File: config.mk
export PLATFORM = sky130hd
export DESIGN_NAME = gif_block_parser
export DESIGN_NICKNAME = d
export VERILOG_FILES = /design/src/rtl/core/gbp_pkg.sv /design/src/rtl/core/gbp_step.sv /design/src/rtl/core/gbp_out_buf.sv /design/src/rtl/core/gif_block_parser.sv
export SDC_FILE = /design/constraint.sdc
export NUM_CORES = 1
export LEC_CHECK = 0
export BUFFER_PORTS_ARGS = -buffer_cell sky130_fd_sc_hd__buf_2
export CAP_MARGIN = 5
export CORE_ASPECT_RATIO = 1.4
export CORE_MARGIN = 5
export CORE_UTILIZATION = 40
export DETAILED_ROUTE_END_ITERATION = 10
export PLACE_DENSITY = 0.59
export SLEW_MARGIN = 20
export SYNTH_ARGS = -nofsm -noshare
export SYNTH_HDL_FRONTEND = slang
export SYNTH_SLANG_ARGS = --single-unit
File: constraint.sdc
create_clock -name clk -period 5.6 [get_ports clk]
set_input_delay 1.4 -clock clk [delete_from_list [all_inputs] [get_ports clk]]
set_output_delay 1.4 -clock clk [all_outputs]
set_load 0.01 [all_outputs]
File: src/rtl/core/gbp_pkg.sv
// Shared types, byte codes and helpers for the GIF block parser.
// Depends on nothing; every other file in rtl/core imports it.
`default_nettype none

package gbp_pkg;

  // Byte roles reported with every beat.
  localparam logic [3:0] ROLE_SIG      = 4'd0;
  localparam logic [3:0] ROLE_VER      = 4'd1;
  localparam logic [3:0] ROLE_SCREEN   = 4'd2;
  localparam logic [3:0] ROLE_GCT      = 4'd3;
  localparam logic [3:0] ROLE_EXT_INTRO = 4'd4;
  localparam logic [3:0] ROLE_EXT_LABEL = 4'd5;
  localparam logic [3:0] ROLE_SUB_LEN  = 4'd6;
  localparam logic [3:0] ROLE_SUB_DATA = 4'd7;
  localparam logic [3:0] ROLE_IMG_SEP  = 4'd8;
  localparam logic [3:0] ROLE_IMG_DESC = 4'd9;
  localparam logic [3:0] ROLE_LCT      = 4'd10;
  localparam logic [3:0] ROLE_IMG_DATA = 4'd11;
  localparam logic [3:0] ROLE_IGNORED  = 4'd12;

  // Field identifiers.
  localparam logic [3:0] FLD_NONE       = 4'd0;
  localparam logic [3:0] FLD_VERSION    = 4'd1;
  localparam logic [3:0] FLD_SCR_WIDTH  = 4'd2;
  localparam logic [3:0] FLD_SCR_HEIGHT = 4'd3;
  localparam logic [3:0] FLD_SCR_PACKED = 4'd4;
  localparam logic [3:0] FLD_BACKGROUND = 4'd5;
  localparam logic [3:0] FLD_ASPECT     = 4'd6;
  localparam logic [3:0] FLD_GCE_PACKED = 4'd7;
  localparam logic [3:0] FLD_DELAY      = 4'd8;
  localparam logic [3:0] FLD_TRANSP     = 4'd9;
  localparam logic [3:0] FLD_IMG_LEFT   = 4'd10;
  localparam logic [3:0] FLD_IMG_PACKED = 4'd14;
  localparam logic [3:0] FLD_COMMENT_LEN = 4'd15;

  // Error codes.
  localparam logic [1:0] ERR_NONE    = 2'd0;
  localparam logic [1:0] ERR_SIG     = 2'd1;
  localparam logic [1:0] ERR_VERSION = 2'd2;
  localparam logic [1:0] ERR_NO_SEP  = 2'd3;

  // Byte values of the file format.
  localparam logic [7:0] CH_G         = 8'h47;
  localparam logic [7:0] CH_I         = 8'h49;
  localparam logic [7:0] CH_F         = 8'h46;
  localparam logic [7:0] CH_8         = 8'h38;
  localparam logic [7:0] CH_7         = 8'h37;
  localparam logic [7:0] CH_9         = 8'h39;
  localparam logic [7:0] CH_A         = 8'h61;
  localparam logic [7:0] BYTE_EXT     = 8'h21;
  localparam logic [7:0] BYTE_IMG_SEP = 8'h2c;
  localparam logic [7:0] LABEL_GCE    = 8'hf9;
  localparam logic [7:0] LABEL_COMMENT = 8'hfe;

  localparam logic [15:0] VERSION_87 = 16'd87;
  localparam logic [15:0] VERSION_89 = 16'd89;

  // One result beat.
  typedef struct packed {
    logic [3:0]  byte_role;
    logic [3:0]  field_id;
    logic [15:0] field_value;
    logic        field_valid;
    logic [7:0]  palette_index;
    logic [1:0]  palette_component;
    logic        version_is_89;
    logic        interlaced;
    logic [1:0]  error_code;
    logic        image_data_reached;
  } gbp_result_t;

  // Color table length in bytes from a packed flags byte.
  function automatic logic [9:0] table_size(input logic [7:0] packed_flags);
    logic [3:0] shamt;
    shamt = {1'b0, packed_flags[2:0]} + 4'd1;
    if (packed_flags[7]) begin
      table_size = 10'd3 << shamt;
    end else begin
      table_size = 10'd0;
    end
  endfunction

endpackage

`default_nettype wire

File: src/rtl/core/gbp_step.sv
// Parser state registers and the combinational next-state and result logic.
// Depends on gbp_pkg for codes, the result type and the table size helper.
`default_nettype none

module gbp_step
  import gbp_pkg::*;
(
  input  wire logic        clk,
  input  wire logic        rst_n,
  input  wire logic        step_en,
  input  wire logic [7:0]  data_byte,
  input  wire logic        start_of_file,
  output gbp_result_t      result
);

  typedef enum logic [3:0] {
    PH_SIG, PH_VER, PH_SCREEN, PH_GCT, PH_BLOCK, PH_LABEL, PH_SUBLEN,
    PH_SUBDATA, PH_IMGDESC, PH_LCT, PH_IMGDATA, PH_ERR
  } phase_t;

  phase_t      phase_r, phase_nxt, phase_cur;
  logic [9:0]  bip_r, bip_nxt, bip_cur;
  logic [9:0]  tbl_left_r, tbl_left_nxt, tbl_left_cur;
  logic [7:0]  low_r, low_nxt, low_cur;
  logic        ver_r, ver_nxt, ver_cur;
  logic [7:0]  sub_left_r, sub_left_nxt, sub_left_cur;
  logic [7:0]  ext_kind_r, ext_kind_nxt, ext_kind_cur;
  logic        first_sb_r, first_sb_nxt, first_sb_cur;
  logic        ilace_r, ilace_nxt, ilace_cur;
  logic [1:0]  err_r, err_nxt, err_cur;
  logic [7:0]  pal_idx_r, pal_idx_nxt, pal_idx_cur;
  logic [1:0]  pal_comp_r, pal_comp_nxt, pal_comp_cur;

  // A start-of-file beat sees the reset state.
  assign phase_cur    = start_of_file ? PH_SIG : phase_r;
  assign bip_cur      = start_of_file ? 10'd0 : bip_r;
  assign tbl_left_cur = start_of_file ? 10'd0 : tbl_left_r;
  assign low_cur      = start_of_file ? 8'd0 : low_r;
  assign ver_cur      = start_of_file ? 1'b0 : ver_r;
  assign sub_left_cur = start_of_file ? 8'd0 : sub_left_r;
  assign ext_kind_cur = start_of_file ? 8'd0 : ext_kind_r;
  assign first_sb_cur = start_of_file ? 1'b0 : first_sb_r;
  assign ilace_cur    = start_of_file ? 1'b0 : ilace_r;
  assign err_cur      = start_of_file ? ERR_NONE : err_r;
  assign pal_idx_cur  = start_of_file ? 8'd0 : pal_idx_r;
  assign pal_comp_cur = start_of_file ? 2'd0 : pal_comp_r;

  // One parser step for the incoming byte.
  always_comb begin
    logic [3:0]  role;
    logic [3:0]  fid;
    logic [15:0] fval;
    logic        fvalid;
    logic [7:0]  pidx;
    logic [1:0]  pcomp;
    logic        gce_capture;

    phase_nxt    = phase_cur;
    bip_nxt      = bip_cur;
    tbl_left_nxt = tbl_left_cur;
    low_nxt      = low_cur;
    ver_nxt      = ver_cur;
    sub_left_nxt = sub_left_cur;
    ext_kind_nxt = ext_kind_cur;
    first_sb_nxt = first_sb_cur;
    ilace_nxt    = ilace_cur;
    err_nxt      = err_cur;
    pal_idx_nxt  = pal_idx_cur;
    pal_comp_nxt = pal_comp_cur;
    role   = ROLE_IGNORED;
    fid    = FLD_NONE;
    fval   = 16'd0;
    fvalid = 1'b0;
    pidx   = 8'd0;
    pcomp  = 2'd0;
    gce_capture = first_sb_cur && (ext_kind_cur == LABEL_GCE) && ver_cur;

    unique case (phase_cur)
      PH_SIG: begin
        role = ROLE_SIG;
        if ((bip_cur == 10'd0 && data_byte == CH_G) ||
            (bip_cur == 10'd1 && data_byte == CH_I)) begin
          bip_nxt = bip_cur + 10'd1;
        end else if (bip_cur == 10'd2 && data_byte == CH_F) begin
          bip_nxt   = 10'd0;
          phase_nxt = PH_VER;
        end else begin
          err_nxt   = ERR_SIG;
          phase_nxt = PH_ERR;
        end
      end
      PH_VER: begin
        role = ROLE_VER;
        if (bip_cur == 10'd0) begin
          if (data_byte != CH_8) begin
            err_nxt   = ERR_VERSION;
            phase_nxt = PH_ERR;
          end else begin
            bip_nxt = 10'd1;
          end
        end else if (bip_cur == 10'd1) begin
          if (data_byte != CH_7 && data_byte != CH_9) begin
            err_nxt   = ERR_VERSION;
            phase_nxt = PH_ERR;
          end else begin
            low_nxt = data_byte;
            bip_nxt = 10'd2;
          end
        end else begin
          if (data_byte != CH_A) begin
            err_nxt   = ERR_VERSION;
            phase_nxt = PH_ERR;
          end else begin
            ver_nxt   = (low_cur == CH_9);
            fid       = FLD_VERSION;
            fval      = (low_cur == CH_9) ? VERSION_89 : VERSION_87;
            fvalid    = 1'b1;
            bip_nxt   = 10'd0;
            phase_nxt = PH_SCREEN;
          end
        end
      end
      PH_SCREEN: begin
        role    = ROLE_SCREEN;
        bip_nxt = bip_cur + 10'd1;
        case (bip_cur)
          10'd0, 10'd2: begin
            low_nxt = data_byte;
          end
          10'd1: begin
            fid = FLD_SCR_WIDTH; fval = {data_byte, low_cur}; fvalid = 1'b1;
          end
          10'd3: begin
            fid = FLD_SCR_HEIGHT; fval = {data_byte, low_cur}; fvalid = 1'b1;
          end
          10'd4: begin
            fid = FLD_SCR_PACKED; fval = {8'd0, data_byte}; fvalid = 1'b1;
            tbl_left_nxt = table_size(data_byte);
          end
          10'd5: begin
            fid = FLD_BACKGROUND; fval = {8'd0, data_byte}; fvalid = 1'b1;
          end
          default: begin
            fid = FLD_ASPECT; fval = {8'd0, data_byte}; fvalid = 1'b1;
            bip_nxt      = 10'd0;
            pal_idx_nxt  = 8'd0;
            pal_comp_nxt = 2'd0;
            phase_nxt    = (tbl_left_cur != 10'd0) ? PH_GCT : PH_BLOCK;
          end
        endcase
      end
      PH_GCT, PH_LCT: begin
        role  = (phase_cur == PH_GCT) ? ROLE_GCT : ROLE_LCT;
        pidx  = pal_idx_cur;
        pcomp = pal_comp_cur;
        // Entry and component counters stand in for the byte count / 3.
        if (pal_comp_cur == 2'd2) begin
          pal_comp_nxt = 2'd0;
          pal_idx_nxt  = pal_idx_cur + 8'd1;
        end else begin
          pal_comp_nxt = pal_comp_cur + 2'd1;
        end
        if (tbl_left_cur != 10'd0) begin
          tbl_left_nxt = tbl_left_cur - 10'd1;
        end
        if (tbl_left_cur <= 10'd1) begin
          bip_nxt   = 10'd0;
          phase_nxt = (phase_cur == PH_GCT) ? PH_BLOCK : PH_IMGDATA;
        end
      end
      PH_BLOCK: begin
        if (data_byte == BYTE_EXT) begin
          role      = ROLE_EXT_INTRO;
          phase_nxt = PH_LABEL;
        end else if (data_byte == BYTE_IMG_SEP) begin
          role      = ROLE_IMG_SEP;
          bip_nxt   = 10'd0;
          phase_nxt = PH_IMGDESC;
        end else begin
          err_nxt   = ERR_NO_SEP;
          phase_nxt = PH_ERR;
        end
      end
      PH_LABEL: begin
        role         = ROLE_EXT_LABEL;
        ext_kind_nxt = data_byte;
        first_sb_nxt = 1'b1;
        phase_nxt    = PH_SUBLEN;
      end
      PH_SUBLEN: begin
        role = ROLE_SUB_LEN;
        if (first_sb_cur && ext_kind_cur == LABEL_COMMENT && ver_cur) begin
          fid = FLD_COMMENT_LEN; fval = {8'd0, data_byte}; fvalid = 1'b1;
        end
        if (data_byte == 8'd0) begin
          first_sb_nxt = 1'b0;
          phase_nxt    = PH_BLOCK;
        end else begin
          sub_left_nxt = data_byte;
          bip_nxt      = 10'd0;
          phase_nxt    = PH_SUBDATA;
        end
      end
      PH_SUBDATA: begin
        role = ROLE_SUB_DATA;
        // Graphic control fields come from the first sub-block only.
        if (gce_capture) begin
          case (bip_cur)
            10'd0: begin
              fid = FLD_GCE_PACKED; fval = {8'd0, data_byte}; fvalid = 1'b1;
            end
            10'd1: begin
              low_nxt = data_byte;
            end
            10'd2: begin
              fid = FLD_DELAY; fval = {data_byte, low_cur}; fvalid = 1'b1;
            end
            10'd3: begin
              fid = FLD_TRANSP; fval = {8'd0, data_byte}; fvalid = 1'b1;
            end
            default: begin
            end
          endcase
        end
        bip_nxt = bip_cur + 10'd1;
        if (sub_left_cur != 8'd0) begin
          sub_left_nxt = sub_left_cur - 8'd1;
        end
        if (sub_left_cur <= 8'd1) begin
          first_sb_nxt = 1'b0;
          phase_nxt    = PH_SUBLEN;
        end
      end
      PH_IMGDESC: begin
        role = ROLE_IMG_DESC;
        if (bip_cur >= 10'd8) begin
          fid = FLD_IMG_PACKED; fval = {8'd0, data_byte}; fvalid = 1'b1;
          ilace_nxt    = data_byte[6];
          tbl_left_nxt = table_size(data_byte);
          bip_nxt      = 10'd0;
          pal_idx_nxt  = 8'd0;
          pal_comp_nxt = 2'd0;
          phase_nxt    = (table_size(data_byte) != 10'd0) ? PH_LCT : PH_IMGDATA;
        end else begin
          if (!bip_cur[0]) begin
            low_nxt = data_byte;
          end else begin
            // Left, top, width and height in order of the byte pair.
            fid    = FLD_IMG_LEFT + {2'd0, bip_cur[2:1]};
            fval   = {data_byte, low_cur};
            fvalid = 1'b1;
          end
          bip_nxt = bip_cur + 10'd1;
        end
      end
      PH_IMGDATA: begin
        role = ROLE_IMG_DATA;
      end
      PH_ERR: begin
        role = ROLE_IGNORED;
      end
      default: begin
        phase_nxt = PH_ERR;
      end
    endcase

    result.byte_role          = role;
    result.field_id           = fid;
    result.field_value        = fval;
    result.field_valid        = fvalid;
    result.palette_index      = pidx;
    result.palette_component  = pcomp;
    result.version_is_89      = ver_nxt;
    result.interlaced         = ilace_nxt;
    result.error_code         = err_nxt;
    result.image_data_reached = (role == ROLE_IMG_DATA);
  end

  // Parser state, updated on every accepted beat.
  always_ff @(posedge clk) begin
    if (!rst_n) begin
      phase_r    <= PH_SIG;
      bip_r      <= 10'd0;
      tbl_left_r <= 10'd0;
      low_r      <= 8'd0;
      ver_r      <= 1'b0;
      sub_left_r <= 8'd0;
      ext_kind_r <= 8'd0;
      first_sb_r <= 1'b0;
      ilace_r    <= 1'b0;
      err_r      <= ERR_NONE;
      pal_idx_r  <= 8'd0;
      pal_comp_r <= 2'd0;
    end else if (step_en) begin
      phase_r    <= phase_nxt;
      bip_r      <= bip_nxt;
      tbl_left_r <= tbl_left_nxt;
      low_r      <= low_nxt;
      ver_r      <= ver_nxt;
      sub_left_r <= sub_left_nxt;
      ext_kind_r <= ext_kind_nxt;
      first_sb_r <= first_sb_nxt;
      ilace_r    <= ilace_nxt;
      err_r      <= err_nxt;
      pal_idx_r  <= pal_idx_nxt;
      pal_comp_r <= pal_comp_nxt;
    end
  end

endmodule

`default_nettype wire

File: src/rtl/core/gbp_out_buf.sv
// Two-entry result buffer that decouples the input stall from the output stall.
// Depends on gbp_pkg for the result type.
`default_nettype none

module gbp_out_buf
  import gbp_pkg::*;
(
  input  wire logic        clk,
  input  wire logic        rst_n,
  input  wire logic        push,
  input  wire gbp_result_t push_data,
  input  wire logic        pop,
  output logic             full,
  output logic             not_empty,
  output gbp_result_t      head
);

  gbp_result_t entry_r [2];
  logic        wr_ptr_r, wr_ptr_nxt;
  logic        rd_ptr_r, rd_ptr_nxt;
  logic [1:0]  count_r, count_nxt;

  assign full      = (count_r == 2'd2);
  assign not_empty = (count_r != 2'd0);
  assign head      = entry_r[rd_ptr_r];

  // Pointer and occupancy update.
  always_comb begin
    wr_ptr_nxt = push ? ~wr_ptr_r : wr_ptr_r;
    rd_ptr_nxt = pop ? ~rd_ptr_r : rd_ptr_r;
    count_nxt  = count_r + {1'b0, push} - {1'b0, pop};
  end

  always_ff @(posedge clk) begin
    if (!rst_n) begin
      wr_ptr_r <= 1'b0;
      rd_ptr_r <= 1'b0;
      count_r  <= 2'd0;
    end else begin
      wr_ptr_r <= wr_ptr_nxt;
      rd_ptr_r <= rd_ptr_nxt;
      count_r  <= count_nxt;
    end
  end

  // Payload storage needs no reset.
  always_ff @(posedge clk) begin
    if (push) begin
      entry_r[wr_ptr_r] <= push_data;
    end
  end

endmodule

`default_nettype wire

File: src/rtl/core/gif_block_parser.sv
// GIF block-structure parser: one file byte in, one tagged result beat out.
// Each result beat is registered in the result buffer when its byte is accepted.
// Throughput: one byte per cycle while the buffer is not full; the parser state updates in a single step.
// A two-beat result buffer absorbs output stalls; once it is full the input
// stalls until a beat leaves. Reset: synchronous, active low; the parser
// returns to expecting a signature and the buffer empties.
`default_nettype none

module gif_block_parser
  import gbp_pkg::*;
(
  input  wire logic        clk,
  input  wire logic        rst_n,
  input  wire logic        in_valid,
  output logic             in_stall,
  input  wire logic [7:0]  in_data_byte,
  input  wire logic        in_start_of_file,
  output logic             out_valid,
  input  wire logic        out_stall,
  output logic [3:0]       out_byte_role,
  output logic [3:0]       out_field_id,
  output logic [15:0]      out_field_value,
  output logic             out_field_valid,
  output logic [7:0]       out_palette_index,
  output logic [1:0]       out_palette_component,
  output logic             out_version_is_89,
  output logic             out_interlaced,
  output logic [1:0]       out_error_code,
  output logic             out_image_data_reached
);

  logic        in_accept;
  logic        out_accept;
  logic        buf_full;
  gbp_result_t step_result;
  gbp_result_t head;

  assign in_stall   = buf_full;
  assign in_accept  = in_valid && !buf_full;
  assign out_accept = out_valid && !out_stall;

  // Parser state and per-byte decode.
  gbp_step u_step (
    .clk           (clk),
    .rst_n         (rst_n),
    .step_en       (in_accept),
    .data_byte     (in_data_byte),
    .start_of_file (in_start_of_file),
    .result        (step_result)
  );

  // Result buffer.
  gbp_out_buf u_out_buf (
    .clk       (clk),
    .rst_n     (rst_n),
    .push      (in_accept),
    .push_data (step_result),
    .pop       (out_accept),
    .full      (buf_full),
    .not_empty (out_valid),
    .head      (head)
  );

  assign out_byte_role          = head.byte_role;
  assign out_field_id           = head.field_id;
  assign out_field_value        = head.field_value;
  assign out_field_valid        = head.field_valid;
  assign out_palette_index      = head.palette_index;
  assign out_palette_component  = head.palette_component;
  assign out_version_is_89      = head.version_is_89;
  assign out_interlaced         = head.interlaced;
  assign out_error_code         = head.error_code;
  assign out_image_data_reached = head.image_data_reached;

  // A full buffer always has a beat to offer.
  a_stall_has_output: assert property (@(posedge clk) disable iff (!rst_n)
    in_stall |-> out_valid)
    else $error("input stalled with an empty result buffer");

  // Image data flag tracks the image data role.
  a_imgdata_role: assert property (@(posedge clk) disable iff (!rst_n)
    out_valid |-> (out_image_data_reached == (out_byte_role == ROLE_IMG_DATA)))
    else $error("image data flag disagrees with byte role");

  // No field reported means a cleared field id and value.
  a_field_clear: assert property (@(posedge clk) disable iff (!rst_n)
    (out_valid && !out_field_valid) |->
      (out_field_id == FLD_NONE && out_field_value == 16'd0))
    else $error("field payload set without field valid");

  // Palette components only appear on color table bytes.
  a_palette_role: assert property (@(posedge clk) disable iff (!rst_n)
    (out_valid && out_palette_component != 2'd0) |->
      (out_byte_role == ROLE_GCT || out_byte_role == ROLE_LCT))
    else $error("palette component on a non-color byte");

  // An accepted byte with nothing in flight shows up on the next cycle.
  a_latency: assert property (@(posedge clk) disable iff (!rst_n)
    (in_accept && !out_valid) |=> out_valid)
    else $error("accepted byte did not reach the result buffer");

endmodule

`default_nettype wire
# After elaboration in Yosys (flattened, before gate mapping)
# Memory sizes are Yosys's and may differ from the RTL's. A register that Yosys moved wholly into a read port is not among the register bits.
# Index checks and enable logic that the tools add are counted.
# word_totals
register_bits,67
latch_bits,0
ramBits,80
romBits,0
in_bits,13
output_inout_bits,42
wordCells,221
mem_count,1
# mem_list
name,depth,width,read_ports,rd_clocked_by_memory_dff,write_ports,line_no,source
u_out_buf.entry_r,2,40,1,1,1,gbp_out_buf.sv:18,gbp_result_t entry_r [2];
# op_classes
addsub,9
mul,0
div,0
magnitude_cmp,3
eq_ne,31
shift,1
mux,132
bitwise_logic,2
n_reduce_logical,27
# ops
operator,count
10-bit two-way mux,21
8-bit two-way mux,20
16-bit two-way mux,6
4-bit two-way mux,23
10-bit case mux with 8 select lines,1
16-bit case mux with 5 select lines,1
4-bit case mux with 10 select lines,2
16-bit case mux with 2 select lines,2
2-bit two-way mux,18
8-bit case mux with 4 select lines,1
10-bit case mux with 3 select lines,1
1-bit two-way mux,25
"8-bit by 6-bit == test with 1-bit output, second input constant",3
"8-bit by 7-bit == test with 1-bit output, second input constant",3
"8-bit by 6-bit != test with 1-bit output, second input constant",3
8-bit case mux with 3 select lines,1
"10-bit by 2-bit == test with 1-bit output, second input constant",2
"10-bit by 3-bit == test with 1-bit output, second input constant",2
"4-bit == test, second input constant",5
4-bit case mux with 5 select lines,1
10-bit nonzero test,2
"4-bit by 3-bit == test with 1-bit output, second input constant",4
"8-bit == test, second input constant",2
8-bit case mux with 2 select lines,1
36 further kinds,55

# Depth between registers and ports, before layout
# logic_depth
word_depth,9
mapped_depth,13
ltp_nobuf,11

# By module
# From an unflattened synthesis, not the netlist that was laid out.
# hier_totals
hier_cells,889
area_unflattened_um2,8559.5
# modules_own_cells
module,instances,cells_per_inst,area_each_um2,seq_area_each_um2
gbp_step,1,742,5406.4,1261.2
gbp_out_buf,1,145,3125.5,2502.4
gif_block_parser,1,2,27.5,0.0

# Worst setup path before layout
# No wires, ideal clock.
# synth_path
kind,input port to flip-flop
startpoint,input port in_valid
endpoint,"memory u_out_buf.entry_r[0][0] in the netlist's numbering, enable pin"
setup_time_ps,438
arrival_ps,3616
required_ps,5162
setup_slack_ps,1547
cell_stages,4
path_buffers,2
path_cell_list,nand2_1 > clkbuf_1 > clkbuf_1 > nor2_1
# synth_via
elab_chain_len,3
# synth_lines
item,line_no,source
from (decl),gif_block_parser.sv:14,"input wire logic in_valid,"
1-bit logical AND,gif_block_parser.sv:39,assign in_accept = in_valid && !buf_full;
1-bit two-way mux,gbp_out_buf.sv:48,if (push) begin
1-bit two-way mux (not written as such),gbp_out_buf.sv:49,entry_r[wr_ptr_r] <= push_data;
to (decl),gbp_out_buf.sv:18,
# No other way between the ends.

==> summary by stage <==
Worst setup path
The critical path in this run is classified as input pin to flop. The worst reg2reg path depth is 6. The largest incremental delay on the critical path is 0.54 ns. STA puts the critical path data required time at 5.77 ns. The type of destination of the critical path is a flop. The worst reg2reg path startpoint is u_step.phase_r[1].

The endpoint of the worst-slack reg-to-reg timing path is u_step.pal_idx_r[2]. On the critical path, the stage with the largest delay is an instance of sky130_fd_sc_hd__buf_4. The worst setup slack for register-to-register paths is 2.07 ns. The highest net fanout along the worst path is 61.

At the worst endpoint, the arrival time is 3.95 ns. The kind of launch point of the worst setup path is an input pin. Walking the worst path, the cells encountered are buf_2 -> buf_4 -> nor3b_2 -> and3_1 -> nand2_1 -> nor2_1 -> a31oi_1 -> nand3_1 -> a221o_1.

Timing
The worst pin sits at a relative slew slack of 0.353. The achievable clock frequency is 0.264 GHz. Adding up every negative setup slack in the final design gives 0 ns. The number of failing hold endpoints at the final stage is 0. The final period demand of the worst path is 3.79 ns.

The worst path meets setup with between 1.5 and 2 ns of slack. The number of slew-limit violations in the final report came to 0. Setup repair after global routing left no endpoint under its margin. The transition time at the pin with the least slew margin is 0.971 ns. Setup violations remaining at the end of the flow were counted as 0.

Between clock sinks in the finished design, the worst skew comes to 0.0114 ns. The share of the clock period used by the worst path after layout is 0.676.

Global routing
The number of global-route vias before repair is 6,901. The number of antenna violations at the first check in global routing came to 0. The largest net degree at the start of global routing is 62. The global router's overall resource usage is 0.196. The wire length of the first global-routing pass is 37,900 um. The residual overflow from global routing is 0.

Clock tree
After clock tree synthesis, the clock-pin slew on the worst setup and hold paths is approximately 0.06 ns. After clock tree synthesis, the flow added hold-fix buffers numbering 0. The total clock sinks is between 100 and 150. In this run, CTS created clock tree buffers numbering 17.

The number of buffers between clock root and the deepest sink is 2. Once the clock tree was built, the resizer swapped 0 gates to a different size. The post-CTS setup buffer count is 0. The depth of the CTS H-tree is 4. The clock network latency to the later pin of the worst-skew pair is 0.43 ns. The cell at the root of the clock tree is sky130_fd_sc_hd__clkbuf_16.

The clock tree from TritonCTS is yes.

Cells and area
The count of nets after finishing is 940. 0 antenna diodes ended up in the layout. For this run, the share of the core covered by cells in the final layout is 0.457. Compared with the post-synthesis result, the final layout area differs by 12.2%. The count of cells in the finished layout, fillers not included, comes to around 1,200. Of the cells placed in the final design, the portion with a size suffix greater than 1 is 0.189. Leaving out fill and tap cells, the most frequent cell in the layout is sky130_fd_sc_hd__nor2_1. In the layout the commonest cells are sky130_fd_sc_hd__nor2_1 (84), sky130_fd_sc_hd__edfxtp_1 (80), sky130_fd_sc_hd__nand2_1 (69).

Power and ir drop
The worst supply voltage drop on vdd is 0.197 mV. The analysis attributes to cell leakage a power of 0.00339 uW. Dividing total power by cell area gives a power density of 365 nW/um^2.

Outcome
The run finished with clean final reports.

Synthesis
Of the total synthesized cell area, the portion taken by AND, OR, NAND and NOR gates is 0.208. Synthesis handed over a netlist of 890 instances. The count of cell types in the netlist is 89. After synthesis, the largest family of logic cells by area is compound AO/OA/AOI/OAI gates. The number of warnings printed during yosys synthesis is 0. In this run the mean area of a mapped cell was 9.42 sq um. Measured against the total synthesized area, the mux share comes to 0.0588. The cell type with the highest aggregate area in the netlist is sky130_fd_sc_hd__edfxtp_1. Of the synthesized area, sequential elements account for 0.449. Yosys mapped a number of flops with a built-in enable equal to 80. The share of async-settable or async-resettable flops after synthesis is 0.

Yosys attributes the largest share of cell area to sky130_fd_sc_hd__edfxtp_1 (29%), sky130_fd_sc_hd__dfxtp_1 (16%), sky130_fd_sc_hd__mux2_2 (5.6%). When the netlist entered floorplanning its net count stood at 915. The synthesized-area fraction occupied by xor and xnor cells is 0.00941. The post-synth design cell area is between 8000 and 9000 sq um.

Counting flops and latches in the post-synthesis netlist gives around 150. Of the total synthesized cell area, the portion taken by full adders, half adders and majority gates is 0.0179. In the synthesized netlist the dominant register cell turns out to be sky130_fd_sc_hd__edfxtp_1. The share of the synthesized area in compound gates (AO/OA/AOI/OAI) is 0.222. Of the post-synthesis cell area, the dominant cell type holds 0.287.

Drt
The mean routed wirelength per cell is 20.2 um. Detailed routing inserted a total of 7,206 vias. The number of DRC violations after detailed routing is 0. The first routing iteration left 673 violations. Wires add up to between 20,000 and 25,000 um.

The first TritonRoute pass finished after 5 iterations. The remaining antenna violation count is 0. The ratio of routed vias to standard cells is 6.09.

Placed design
The final weighted congestion of routability-driven global placement is between 0.9 and 1. The count of port buffers added during placement is 54. The instance count after placement with tap cells included is about 1,200. The setup slack at placement is 1.44 ns. Summed over all nets, the half-perimeter wirelength after detailed placement is 16,300 um.

Die
In this run the count of I/O pins placed on the die edge is 55. The area of the die is 24,000 sq um. The initial utilization of the core area, before any placement, comes to 0.408. The die boundary width is ~130 um. The number of standard-cell rows in the floorplan is slightly above 60. The placeable core region is 20,600 sq um. The die height is 181 um.

Min path
For hold timing, the worst endpoint is u_step.tbl_left_r[8]. The hold path depth is 2. The startpoint of the tightest hold check path is u_step.tbl_left_r[8]. The path type of the worst min-delay path is flop to flop.

Job
The tool flagged a number of max-cap violations equal to 0.
==> synth_stat cells (all sizes together) (7+ instances only) <==
cell type,n
dfxtp,68
o21ai,70
buf,16
a22oi,11
mux2,42
nor2,86
or3,7
a31oi,16
nand2,69
a221o,8
o21a,8
ha,12
clkbuf,41
edfxtp,80
and3,14
and2,13
a21oi,68
a211oi,8
o22ai,7
nand3,27
o211ai,8
or2,7
nor3,29
nand4,18
nor2b,11
inv,16
nand2b,12
==> worst max-delay path, delay by kind of cell <==
| family | cells | cell delay, ns |
|---|---|---|
| AND/OR/NAND/NOR | 5 | 1.12 |
| AO/OA/AOI/OAI | 2 | 0.77 |
| buffers and inverters | 2 | 0.64 |
==> logic make-up (layout without fill, tap and decap cells) <==
family	Yosys count	in the layout
AOI/OAI and AO/OA	275	275
xor gates and xnor gates	9	9
adders and majority gates	12	12
buffers and inverters	74	112
DFF	148	148
muxes	44	44
and+or+nand+nor	328	328
==> flip-flops by register name (all words and copies together), names as in the netlist, named ones only <==
signal,cells
u_step.pal_comp_r,2
u_step.low_r,8
u_step.bip_r,10
u_step.sub_left_r,8
u_step.ext_kind_r,8
u_step.ilace_r,1
u_step.first_sb_r,1
u_out_buf.wr_ptr_r,1
u_step.pal_idx_r,8
u_step.ver_r,1
u_out_buf.count_r,2
u_step.tbl_left_r,10
u_out_buf.entry_r,80
u_step.phase_r,4
u_out_buf.rd_ptr_r,1
u_step.err_r,2
==> final cells by class <==
class | instances | area [sq um]
fill | 1971 | 11200
multi-input combinational | 668 | 4340
sequential | 148 | 3760
clock buffer | 23 | 478
timing repair buffer | 63 | 338
tap | 256 | 320
clock inverter | 9 | 103
inverter | 17 | 63.8
==> through the flow <==
stage                     cell area, sq um  hold WS [ns]  total power (uW)
after floorplan                       8380         0.437              2040
after global placement                8820         0.448              2330
after detailed placement              8820         0.465              2340
after CTS                             9400         0.476              3470
after global routing                  9400         0.490              3610
final                                 9400         0.472              3440
==> layer usage <==
metal,vias up,track usage,share of wire
li1,3431,-,-
met1,3465,0.248,0.43
met2,263,0.326,0.48
met3,47,0.0390,0.063
met4,0,0.0791,0.030
met5,-,0,0
==> report_power, final <==
| part | total, uW | switching [uW] | internal [uW] | leakage (uW) |
|---|---|---|---|---|
| Combinational | 890 | 526 | 365 | 0.00178 |
| Clock | 1120 | 430 | 688 | 0.000282 |
| Sequential | 1430 | 128 | 1300 | 0.00132 |
==> worst max-delay path by stage <==
stage | startpoint | endpoint | slack, ns
5_1_grt | u_step.phase_r[1] | u_step.pal_idx_r[2] | 1.69
3_3_place_gp | in_start_of_file | u_out_buf.entry_r[0][16] | 1.50
6_report | in_start_of_file | u_out_buf.entry_r[1][20] | 1.81
3_5_place_dp | in_start_of_file | u_out_buf.entry_r[0][20] | 1.44
2_1_floorplan | in_valid | u_out_buf.entry_r[0][0] | 1.55
4_1_cts | in_start_of_file | u_out_buf.entry_r[1][20] | 1.89
Note: power is estimated with default switching activity, not from simulation.
